==> src/design/dlaa_pkg.sv <==
// Shared types, codes and constants for the dual level alarm unit.
package dlaa_pkg;

   localparam int LEVEL_BITS_DEF = 12;
   localparam int TIMER_BITS_DEF = 16;
   localparam int CSR_IDX_BITS   = 3;

   // Register indexes on the configuration port
   typedef enum logic [CSR_IDX_BITS-1:0] {
      REG_THRESHOLD_BIG     = 3'd0,
      REG_THRESHOLD_SMALL   = 3'd1,
      REG_RAISE_DELAY_BIG   = 3'd2,
      REG_RAISE_DELAY_SMALL = 3'd3,
      REG_REPEAT_DELAY_BIG  = 3'd4,
      REG_REPEAT_DELAY_SMALL = 3'd5
   } csr_idx_type;

   // Channel state, one-hot
   typedef enum logic [3:0] {
      MODE_NORMAL  = 4'b0001,
      MODE_PENDING = 4'b0010,
      MODE_ALARM   = 4'b0100,
      MODE_ACKED   = 4'b1000
   } mode_type;

   // Status codes as seen on the result channel
   localparam logic [1:0] STATUS_NORMAL  = 2'd0;
   localparam logic [1:0] STATUS_PENDING = 2'd1;
   localparam logic [1:0] STATUS_ALARM   = 2'd2;
   localparam logic [1:0] STATUS_ACKED   = 2'd3;

   typedef struct packed {
      logic       alarm;
      logic [1:0] status;
   } chan_out_type;

   function automatic logic [1:0] mode_status(input mode_type mode);
      logic [1:0] code;
      unique case (mode)
         MODE_NORMAL:  code = STATUS_NORMAL;
         MODE_PENDING: code = STATUS_PENDING;
         MODE_ALARM:   code = STATUS_ALARM;
         MODE_ACKED:   code = STATUS_ACKED;
         default:      code = STATUS_NORMAL;
      endcase
      return code;
   endfunction

endpackage

==> src/design/dual_level_alarm_with_ack_unit.sv <==
// Dual level alarm with delayed raise, acknowledge and repeat: top level.
//
// Two basin channels each run a four-state alarm (normal, pending, alarm,
// acknowledged) driven by level samples, acknowledge requests and a
// one-second tick carried in each request beat. A beat is taken into an input
// register; once the output register is free, both channels update their
// state and the result lands in the output register on the same edge, so the
// unit sustains one beat per clock while rsp_ready holds. While a finished
// response waits for rsp_ready the request side takes one more beat into the
// input register and then stalls. Configuration writes take effect at once
// and are to be made only while no beat is in flight.
module dual_level_alarm_with_ack_unit import dlaa_pkg::*; #(
   parameter int LEVEL_BITS = LEVEL_BITS_DEF,
   parameter int TIMER_BITS = TIMER_BITS_DEF
) (
   input  logic                    clock,
   input  logic                    reset,
   input  logic                    req_valid,
   output logic                    req_ready,
   input  logic [LEVEL_BITS-1:0]   req_level_big,
   input  logic [LEVEL_BITS-1:0]   req_level_small,
   input  logic                    req_ack_big,
   input  logic                    req_ack_small,
   input  logic                    req_second_tick,
   output logic                    rsp_valid,
   input  logic                    rsp_ready,
   output logic                    rsp_alarm_big,
   output logic                    rsp_alarm_small,
   output logic [1:0]              rsp_status_big,
   output logic [1:0]              rsp_status_small,
   input  logic                    csr_wen,
   input  logic [CSR_IDX_BITS-1:0] csr_idx,
   input  logic [((LEVEL_BITS > TIMER_BITS) ? LEVEL_BITS : TIMER_BITS)-1:0] csr_wdata
);

   logic [LEVEL_BITS-1:0] thr_big, thr_small;
   logic [TIMER_BITS-1:0] raise_big, raise_small, repeat_big, repeat_small;

   logic                  s1_vld_ff, s1_vld_in;
   logic [LEVEL_BITS-1:0] lvl_big_ff, lvl_small_ff;
   logic                  ack_big_ff, ack_small_ff, tick_ff;
   logic                  rsp_valid_ff, rsp_valid_in;
   chan_out_type          big_nxt, small_nxt;
   chan_out_type          big_ff, small_ff;
   logic                  out_free, s1_adv, req_take;

   dlaa_csr #(
      .LEVEL_BITS(LEVEL_BITS),
      .TIMER_BITS(TIMER_BITS)
   ) u_csr (
      .clock        (clock),
      .reset        (reset),
      .csr_wen      (csr_wen),
      .csr_idx      (csr_idx),
      .csr_wdata    (csr_wdata),
      .thr_big      (thr_big),
      .thr_small    (thr_small),
      .raise_big    (raise_big),
      .raise_small  (raise_small),
      .repeat_big   (repeat_big),
      .repeat_small (repeat_small)
   );

   // Handshake: the output register frees when empty or taken
   assign out_free     = !rsp_valid_ff || rsp_ready;
   assign s1_adv       = s1_vld_ff && out_free;
   assign req_ready    = !s1_vld_ff || out_free;
   assign req_take     = req_valid && req_ready;
   assign s1_vld_in    = req_take || (s1_vld_ff && !out_free);
   assign rsp_valid_in = s1_adv || (rsp_valid_ff && !rsp_ready);

   always_ff @(posedge clock) begin
      if (reset) begin
         s1_vld_ff    <= 1'b0;
         rsp_valid_ff <= 1'b0;
      end else begin
         s1_vld_ff    <= s1_vld_in;
         rsp_valid_ff <= rsp_valid_in;
      end
   end

   // Capture the request beat
   always_ff @(posedge clock) begin
      if (req_take) begin
         lvl_big_ff   <= req_level_big;
         lvl_small_ff <= req_level_small;
         ack_big_ff   <= req_ack_big;
         ack_small_ff <= req_ack_small;
         tick_ff      <= req_second_tick;
      end
   end

   dlaa_chan #(
      .LEVEL_BITS(LEVEL_BITS),
      .TIMER_BITS(TIMER_BITS)
   ) u_chan_big (
      .clock        (clock),
      .reset        (reset),
      .upd          (s1_adv),
      .level        (lvl_big_ff),
      .thr          (thr_big),
      .raise_delay  (raise_big),
      .repeat_delay (repeat_big),
      .ack          (ack_big_ff),
      .tick         (tick_ff),
      .nxt          (big_nxt)
   );

   dlaa_chan #(
      .LEVEL_BITS(LEVEL_BITS),
      .TIMER_BITS(TIMER_BITS)
   ) u_chan_small (
      .clock        (clock),
      .reset        (reset),
      .upd          (s1_adv),
      .level        (lvl_small_ff),
      .thr          (thr_small),
      .raise_delay  (raise_small),
      .repeat_delay (repeat_small),
      .ack          (ack_small_ff),
      .tick         (tick_ff),
      .nxt          (small_nxt)
   );

   // Hold the response until taken
   always_ff @(posedge clock) begin
      if (s1_adv) begin
         big_ff   <= big_nxt;
         small_ff <= small_nxt;
      end
   end

   assign rsp_valid        = rsp_valid_ff;
   assign rsp_alarm_big    = big_ff.alarm;
   assign rsp_alarm_small  = small_ff.alarm;
   assign rsp_status_big   = big_ff.status;
   assign rsp_status_small = small_ff.status;

`ifndef SYNTHESIS
   // The alarm output is set exactly in the alarm and acknowledged states
   a_alarm_big_status: assert property (@(posedge clock) disable iff (reset)
      rsp_valid |-> (rsp_alarm_big ==
         (rsp_status_big == STATUS_ALARM || rsp_status_big == STATUS_ACKED)))
      else $error("big channel alarm flag disagrees with status");

   a_alarm_small_status: assert property (@(posedge clock) disable iff (reset)
      rsp_valid |-> (rsp_alarm_small ==
         (rsp_status_small == STATUS_ALARM || rsp_status_small == STATUS_ACKED)))
      else $error("small channel alarm flag disagrees with status");

   // Backpressure only when both the input and output registers are full
   a_ready_only_when_full: assert property (@(posedge clock) disable iff (reset)
      !req_ready |-> (s1_vld_ff && rsp_valid_ff && !rsp_ready))
      else $error("request stalled with room in the pipeline");

   // An accepted beat yields a response through the input and output registers when the sink stays ready
   a_latency: assert property (@(posedge clock) disable iff (reset)
      (req_valid && req_ready && rsp_ready) ##1 rsp_ready |=> rsp_valid)
      else $error("response missing after accepted request");
`endif

endmodule

==> src/design/dlaa_csr.sv <==
// Configuration register bank: thresholds, raise and repeat delays.
module dlaa_csr import dlaa_pkg::*; #(
   parameter int LEVEL_BITS = LEVEL_BITS_DEF,
   parameter int TIMER_BITS = TIMER_BITS_DEF
) (
   input  logic                    clock,
   input  logic                    reset,
   input  logic                    csr_wen,
   input  logic [CSR_IDX_BITS-1:0] csr_idx,
   input  logic [((LEVEL_BITS > TIMER_BITS) ? LEVEL_BITS : TIMER_BITS)-1:0] csr_wdata,
   output logic [LEVEL_BITS-1:0]   thr_big,
   output logic [LEVEL_BITS-1:0]   thr_small,
   output logic [TIMER_BITS-1:0]   raise_big,
   output logic [TIMER_BITS-1:0]   raise_small,
   output logic [TIMER_BITS-1:0]   repeat_big,
   output logic [TIMER_BITS-1:0]   repeat_small
);

   logic [LEVEL_BITS-1:0] thr_big_ff, thr_small_ff;
   logic [TIMER_BITS-1:0] raise_big_ff, raise_small_ff;
   logic [TIMER_BITS-1:0] repeat_big_ff, repeat_small_ff;

   always_ff @(posedge clock) begin
      if (reset) begin
         thr_big_ff      <= '1;
         thr_small_ff    <= '1;
         raise_big_ff    <= '0;
         raise_small_ff  <= '0;
         repeat_big_ff   <= '0;
         repeat_small_ff <= '0;
      end else if (csr_wen) begin
         unique case (csr_idx_type'(csr_idx))
            REG_THRESHOLD_BIG:      thr_big_ff      <= csr_wdata[LEVEL_BITS-1:0];
            REG_THRESHOLD_SMALL:    thr_small_ff    <= csr_wdata[LEVEL_BITS-1:0];
            REG_RAISE_DELAY_BIG:    raise_big_ff    <= csr_wdata[TIMER_BITS-1:0];
            REG_RAISE_DELAY_SMALL:  raise_small_ff  <= csr_wdata[TIMER_BITS-1:0];
            REG_REPEAT_DELAY_BIG:   repeat_big_ff   <= csr_wdata[TIMER_BITS-1:0];
            REG_REPEAT_DELAY_SMALL: repeat_small_ff <= csr_wdata[TIMER_BITS-1:0];
            default: ;  // drop writes to unknown indexes
         endcase
      end
   end

   assign thr_big      = thr_big_ff;
   assign thr_small    = thr_small_ff;
   assign raise_big    = raise_big_ff;
   assign raise_small  = raise_small_ff;
   assign repeat_big   = repeat_big_ff;
   assign repeat_small = repeat_small_ff;

endmodule

==> src/design/dlaa_chan.sv <==
// One alarm channel: state machine, seconds timer and held acknowledge.
module dlaa_chan import dlaa_pkg::*; #(
   parameter int LEVEL_BITS = LEVEL_BITS_DEF,
   parameter int TIMER_BITS = TIMER_BITS_DEF
) (
   input  logic                  clock,
   input  logic                  reset,
   input  logic                  upd,
   input  logic [LEVEL_BITS-1:0] level,
   input  logic [LEVEL_BITS-1:0] thr,
   input  logic [TIMER_BITS-1:0] raise_delay,
   input  logic [TIMER_BITS-1:0] repeat_delay,
   input  logic                  ack,
   input  logic                  tick,
   output chan_out_type          nxt
);

   mode_type              mode_ff, mode_in;
   logic [TIMER_BITS-1:0] secs_ff, secs_in, secs_cnt;
   logic                  held_ff, held_in, held_eff;
   logic                  flag_ff, flag_in;
   logic                  above, below;

   assign above    = level > thr;
   assign below    = level < thr;
   assign held_eff = held_ff | ack;
   // count a tick, saturating at full scale
   assign secs_cnt = (tick && secs_ff != '1) ? secs_ff + 1'b1 : secs_ff;

   always_comb begin
      mode_in = mode_ff;
      secs_in = secs_ff;
      held_in = held_eff;
      flag_in = flag_ff;
      unique case (mode_ff)
         MODE_NORMAL: begin
            if (above) begin
               mode_in = MODE_PENDING;
               secs_in = '0;
            end
         end
         MODE_PENDING: begin
            secs_in = secs_cnt;
            if (!above) begin
               flag_in = 1'b0;
               mode_in = MODE_NORMAL;
            end else if (secs_cnt >= raise_delay) begin
               flag_in = 1'b1;
               mode_in = MODE_ALARM;
            end
         end
         MODE_ALARM: begin
            if (held_eff) begin
               held_in = 1'b0;
               mode_in = MODE_ACKED;
               secs_in = '0;
            end
         end
         MODE_ACKED: begin
            secs_in = secs_cnt;
            if (below) begin
               flag_in = 1'b0;
               mode_in = MODE_NORMAL;
            end else if (secs_cnt >= repeat_delay) begin
               flag_in = 1'b1;
               mode_in = MODE_ALARM;
            end
         end
         default: begin
            mode_in = MODE_NORMAL;
         end
      endcase
   end

   always_ff @(posedge clock) begin
      if (reset) begin
         mode_ff <= MODE_NORMAL;
         secs_ff <= '0;
         held_ff <= 1'b0;
         flag_ff <= 1'b0;
      end else if (upd) begin
         mode_ff <= mode_in;
         secs_ff <= secs_in;
         held_ff <= held_in;
         flag_ff <= flag_in;
      end
   end

   assign nxt.alarm  = flag_in;
   assign nxt.status = mode_status(mode_in);

endmodule
==> config.mk <==
export PLATFORM = sky130hd
export DESIGN_NAME = dual_level_alarm_with_ack_unit
export DESIGN_NICKNAME = d
export VERILOG_FILES = /design/src/design/dlaa_pkg.sv /design/src/design/dual_level_alarm_with_ack_unit.sv /design/src/design/dlaa_csr.sv /design/src/design/dlaa_chan.sv
export SDC_FILE = /design/constraint.sdc
export NUM_CORES = 1
export LEC_CHECK = 0
export ABC_AREA = 1
export CAP_MARGIN = 5
export CORE_MARGIN = 1
export CORE_UTILIZATION = 50
export CTS_CLUSTER_SIZE = 25
export DETAILED_ROUTE_END_ITERATION = 10
export DONT_BUFFER_PORTS = 1
export HOLD_SLACK_MARGIN = 0.12
export PLACE_DENSITY_LB_ADDON = 0.2
export SYNTH_ARGS = -nofsm -noshare
export SYNTH_HDL_FRONTEND = slang
export SYNTH_SLANG_ARGS = --single-unit
==> constraint.sdc <==
create_clock -name clock -period 2.9 [get_ports clock]
set_input_delay 0.58 -clock clock [delete_from_list [all_inputs] [get_ports clock]]
set_output_delay 0.58 -clock clock [all_outputs]
set_load 0.02 [all_outputs]
# After elaboration in Yosys (flattened, before gate mapping)
# Cells that the tools add are included.
[word_totals]
register_bits = 167
in_bits = 51
[classes]
addsub = 2
magnitude_cmp = 8
n_eq_ne = 25
n_mux = 36
bitwise_logic = 2
n_reduce_logical = 27
[op_table]
columns = ["op", "count"]
rows = [
  ["$mux 16", 6],
  ["$pmux 16 s3", 2],
  ["$ge 16x16->1", 4],
  ["$mux 4", 12],
  ["$add 16x1->16 const B", 2],
  ["$ne 16x16->1 const B", 2],
  ["$pmux 4 s4", 2],
  ["$gt 12x12->1", 2],
  ["$lt 12x12->1", 2],
  ["$eq 4x2->1 const B", 4],
  ["$eq 4x3->1 const B", 4],
  ["$eq 4x4->1 const B", 4],
  ["$pmux 2 s3", 2],
  ["$reduce_and 2->1", 6],
  ["$mux 1", 10],
  ["$eq 4x1->1 const B", 2],
  ["$ne 2x1->1 const B", 4],
  ["$reduce_and 4->1", 2],
  ["$eq 3x2->1 const B", 2],
  ["$eq 3x3->1 const B", 2],
  ["$logic_and 1x1->1", 6],
  ["$reduce_bool 3->1", 2],
  ["$logic_not 1->1", 4],
  ["$logic_or 1x1->1", 4],
  ["5 further kinds", 8],
]

# Longest topological paths before layout
[depth]
ltp_word = 9
ltp_mapped = 24

# Hierarchy
# Synthesis repeated with hierarchy kept, for this count alone.
[unflattened]
cells_unflattened = 1527
area_unflattened_um2 = 10557.6
[by_module_without_submodules]
columns = ["module", "n_inst", "cells_per_inst", "area_each_um2", "seq_area_each_um2"]
rows = [
  ["dlaa_chan", 2, 499, 3037.9, 440.4],
  ["dlaa_csr", 1, 484, 3399.5, 1761.7],
  ["dual_level_alarm_with_ack_unit", 1, 45, 1082.3, 1031.0],
]

# Worst setup path after synthesis
# OpenSTA, ideal clock, no wires.
[synth_timing]
kind = "register -> register"
from = "register u_chan_small.secs_ff[0]"
to = "register small_ff (netlist bit rsp_status_small[1]), data pin"
t_arrival_ns = 2.552
required_time_ns = 2.642
path_slack_ns = 0.090
stages_incl_launch_ff = 18
n_path_buf = 1
synth_period_minus_slack_ns = 2.810
path_cell_list = "dfxtp_1 > ha_1 > inv_1 > nor2_2 > nand2_2 > nor2_1 > nor2_1 > buf_6 > or2_0 > nand2_1 > inv_1 > ha_1 > a21oi_1 > o21ai_0 > a21oi_1 > nand2_1 > o21ai_0 > nor2_1"
[synth_rtl]
columns = ["element", "line", "source"]
rows = [
  ["start: declaration", "dlaa_chan.sv:19", "logic [TIMER_BITS-1:0] secs_ff, secs_in, secs_cnt;"],
  ["start signal: assignment", "dlaa_chan.sv:83", "secs_ff <= secs_in;"],
  ["end signal: assignment", "dual_level_alarm_with_ack_unit.sv:129", "small_ff <= small_nxt;"],
  ["end: declaration", "dual_level_alarm_with_ack_unit.sv:44", "chan_out_type big_ff, small_ff;"],
]

==> run metrics <==
Max rail drop VDD=~450 uV; Yosys warning total=0; setup slack after placement=26.22 ps; top achievable clock speed=354.7 MHz; final worst-path cycle share=a little over nine tenths; Slew Limit Fails=0; Seq cells post-synth=167; DRT antenna net count=0; final setup fails=0; endpoint required time on the critical path=between 3000 and 4000 ps; crit path setup slack, layout=80.42 ps; Hold Path Cell Cnt=1; worst skew pair latency=430 ps; sequential element share of the synthesized area=a little under two fifths; maximum number of pins on one net before global-route repair=between 60 and 70; Yosys top cell by area=sky130_fd_sc_hd__dfxtp_1; critical path startpoint category=register; drt total wl=around 23 mm; top_reg_cell synth=sky130_fd_sc_hd__dfxtp_1; nature of the critical path endpoint=register; antenna violations before repair=0; number of distinct library cells after synthesis=39; RD Place Congestion=0.8993; Setup CP Type=reg2reg; area occupied by multi-input gates=between 0.005 and 0.006 mm^2; share of Yosys cell area claimed by the top area cell type=27.55%; DRC=0; clock transition at the registers of the reported paths=70 ps; Power Density=approximately 500 mW/mm^2; final instance count without filler cells=~1,600; Die W=141.5 um; drt wl/cell=14.17 um; number of vias after detailed routing=around 8,300; Post-Synthesis Cell Area=0.009736 mm^2; net switching fraction of the power=a little over a quarter; synthesis-to-finish area growth=15.82%; CTS Sinks=167; via count normalized by instance count=5.041; I/O pins=59; Net Switching=1.511 mW; Ant. Diodes=0; global-route wire length before repair=37.87 mm; fraction of final layout cells sized beyond drive strength 1=16.05%; number of clock buffers inserted by TritonCTS=17; sequential power share=44.5%; largest driver fanout on the critical path=6; number of placed cells counting well taps=1,609; via count of the first global-routing pass=around 7,700; global route overflow=0; crit path time final=2820 ps; worst hold-check path type=in2reg; cell with the most instances after synthesis=sky130_fd_sc_hd__nand2_1; Reg2Reg Setup Slack=80 ps; detailed-router iteration count before antenna repair=5; input/output buffers=0; Final Util=between 50% and 60%; measured slew at the worst slew-check pin=924.2 ps; Max transition margin=38.39%; violation count after the first detailed-route iteration=563; path depth of the worst reg2reg path=20; top cells by area, synth=sky130_fd_sc_hd__dfxtp_1, sky130_fd_sc_hd__nand2_1, sky130_fd_sc_hd__ha_1, sky130_fd_sc_hd__edfxtp_1, sky130_fd_sc_hd__inv_1; clock tree from TritonCTS=yes; sum of negative setup slack=0 ps; Floorplan Core Area=approximately 0.019 mm^2; cell-internal power=4.102 mW; starting density of the core=51.53%; # nets final=1,517; Fill cells=1,757; logic gate share of total power=between 10 and 15%; critical register-to-register path endpoint=rsp_status_small[0]$_DFFE_PP_; Static Leakage=5.021 nW; CTS Buffer Depth=2; root buffer cell=sky130_fd_sc_hd__clkbuf_16; max incr delay on CP=340 ps; most frequent cell on the critical path=sky130_fd_sc_hd__nand2_1; setup repair after global routing missed its margin=yes; Total Die Area=0.02003 mm^2; final hold viol count=0; average size of a mapped cell=approximately 7.3 um^2; cells along the critical path=ha_4 > inv_1 > nor2_2 > nand2_2 > nor2_4 > nor2_4 > buf_6 > buf_4 > nand2_1 > nand2_1 > inv_1 > ha_1 > nand2_1 > buf_4 > nor4_2 > nand2_2 > nand3_1 > nand2_1 > nand3_2 > nor2_1; Crit Reg-Reg Startpoint=u_chan_small.secs_ff[1]$_SDFFE_PP0P_; list of most frequent post-synthesis cells=sky130_fd_sc_hd__nand2_1, sky130_fd_sc_hd__inv_1, sky130_fd_sc_hd__a21oi_1, sky130_fd_sc_hd__dfxtp_1, sky130_fd_sc_hd__nor2_1; post-synthesis instance total=1,341; height of the die=141.5 um; placed wire-length estimate=16.55 mm; Async SR Flop Fraction=0%; Hold Path Sink=u_chan_small.secs_ff[11]$_SDFFE_PP0P_; cell with the biggest individual delay on the critical path=sky130_fd_sc_hd__dfxtp_2; Clock Power Share=a little over two fifths; count of flip-flops with a built-in enable after synthesis=33; GR Util All Layers=24.08%; Post-Route Skew=9.819 ps; run status=finished clean; site row count=50; number of nets in the synthesized netlist=1,482; FF+latch area=roughly 0.0037 mm^2; hold path startpoint=reset; max-cap viol count=0; CTS H-tree lvls=4; signal arrival time at the worst endpoint=roughly 3000 ps
[placed cells by master (no fill, tap or decap), types with 7 or more instances in the layout]
| cell type | Yosys | final |
|---|---|---|
| sky130_fd_sc_hd__ha_4 | 0 | 9 |
| sky130_fd_sc_hd__nand4_1 | 13 | 13 |
| sky130_fd_sc_hd__o211ai_1 | 24 | 24 |
| sky130_fd_sc_hd__ha_1 | 90 | 81 |
| sky130_fd_sc_hd__inv_1 | 201 | 197 |
| sky130_fd_sc_hd__nand2_1 | 326 | 306 |
| sky130_fd_sc_hd__dfxtp_2 | 0 | 10 |
| sky130_fd_sc_hd__nand3_1 | 31 | 29 |
| sky130_fd_sc_hd__edfxtp_1 | 33 | 33 |
| sky130_fd_sc_hd__nor2_1 | 122 | 108 |
| sky130_fd_sc_hd__dfxtp_1 | 134 | 124 |
| sky130_fd_sc_hd__a21oi_2 | 10 | 15 |
| sky130_fd_sc_hd__nor2_2 | 4 | 16 |
| sky130_fd_sc_hd__o21ai_1 | 8 | 8 |
| sky130_fd_sc_hd__clkbuf_16 | 0 | 17 |
| sky130_fd_sc_hd__inv_6 | 0 | 7 |
| sky130_fd_sc_hd__buf_4 | 3 | 52 |
| sky130_fd_sc_hd__a21oi_1 | 134 | 129 |
| sky130_fd_sc_hd__nand2_2 | 14 | 34 |
| sky130_fd_sc_hd__o21ai_0 | 84 | 77 |
| sky130_fd_sc_hd__inv_2 | 11 | 15 |
| sky130_fd_sc_hd__xor2_1 | 21 | 20 |
[sequential cells by signal (all words and copies together), names as in the netlist, 2 cells and up]
register / count
lvl_big_ff: 12
u_csr.repeat_big: 16
u_chan_small.secs_ff: 16
u_chan_big.mode_ff: 4
u_csr.thr_small: 12
u_chan_small.mode_ff: 4
u_csr.thr_big: 12
u_chan_big.secs_ff: 16
lvl_small_ff: 12
rsp_status_big: 2
rsp_status_small: 2
u_csr.raise_big: 16
u_csr.raise_small: 16
u_csr.repeat_small: 16
[worst max path at each step]
stage	from	to	slack, ps
floorplan	u_chan_small.secs_ff[0]$_SDFFE_PP0P_	rsp_status_small[1]$_DFFE_PP_	90
global placement	u_chan_big.secs_ff[0]$_SDFFE_PP0P_	rsp_status_big[1]$_DFFE_PP_	100
detailed placement	u_chan_small.secs_ff[1]$_SDFFE_PP0P_	rsp_status_small[1]$_DFFE_PP_	30
CTS	u_chan_small.secs_ff[1]$_SDFFE_PP0P_	rsp_status_small[1]$_DFFE_PP_	20
global route	u_chan_small.secs_ff[1]$_SDFFE_PP0P_	rsp_status_small[0]$_DFFE_PP_	-60
finish	u_chan_small.secs_ff[1]$_SDFFE_PP0P_	rsp_status_small[0]$_DFFE_PP_	80
[through the flow]
stage          power [mW]  instance area (um^2)  hold WS, ps
6_report            5.614                 11280        208.6
2_1_floorplan       3.050                  9736        428.0
4_1_cts             5.576                 10850        193.5
3_5_place_dp        3.199                 10240        448.4
5_1_grt             5.851                 11280        201.6
3_3_place_gp        3.184                 10240        446.7
[cell type report]
cell class / count / share of cell area [%]
well taps: 260 / 2.885
clock inverters: 15 / 1.653
repair buffers: 59 / 4.294
multi-input cells: 918 / 47.59
inverters: 213 / 7.113
clock buffers: 17 / 3.773
flip-flops and latches: 167 / 32.69
[worst max-delay path, delay by kind of cell (launching register included)]
family / cells / cell delay (ps)
simple gates: 13 / 1250
buf+inv: 5 / 540
fa+ha+maj: 2 / 450
flops: 1 / 340
[per-layer routing]
layer | track usage (%) | part of all wire, %
met1 | 32.32 | 48
met2 | 39.07 | 45
met3 | 4.084 | 4.5
met4 | 8.489 | 2.2
met5 | 0 | 0
[timing repair]
item	CTS	global route
setup endpoints to repair	0	14
setup buffers	0	7
gates resized for setup	0	98
hold buffers	0	0
[kinds of logic after synthesis]
family          Yosys count  share of synthesized area (%)
compound gates          272                          15.47
xor+xnor                 24                          2.159
fa+ha+maj                90                          11.57
buf+inv                 256                          10.41
flops                   167                          37.73
simple gates            532                          22.66
[power by group through the flow]
stage | combinational [mW] | sequential, mW | clock [mW]
2_1_floorplan | 0.509 | 2.54 | 0
3_3_place_gp | 0.634 | 2.55 | 0
3_5_place_dp | 0.647 | 2.55 | 0
4_1_cts | 0.653 | 2.50 | 2.42
5_1_grt | 0.831 | 2.51 | 2.51
6_report | 0.726 | 2.50 | 2.39
(Power assumes the default switching activity.)
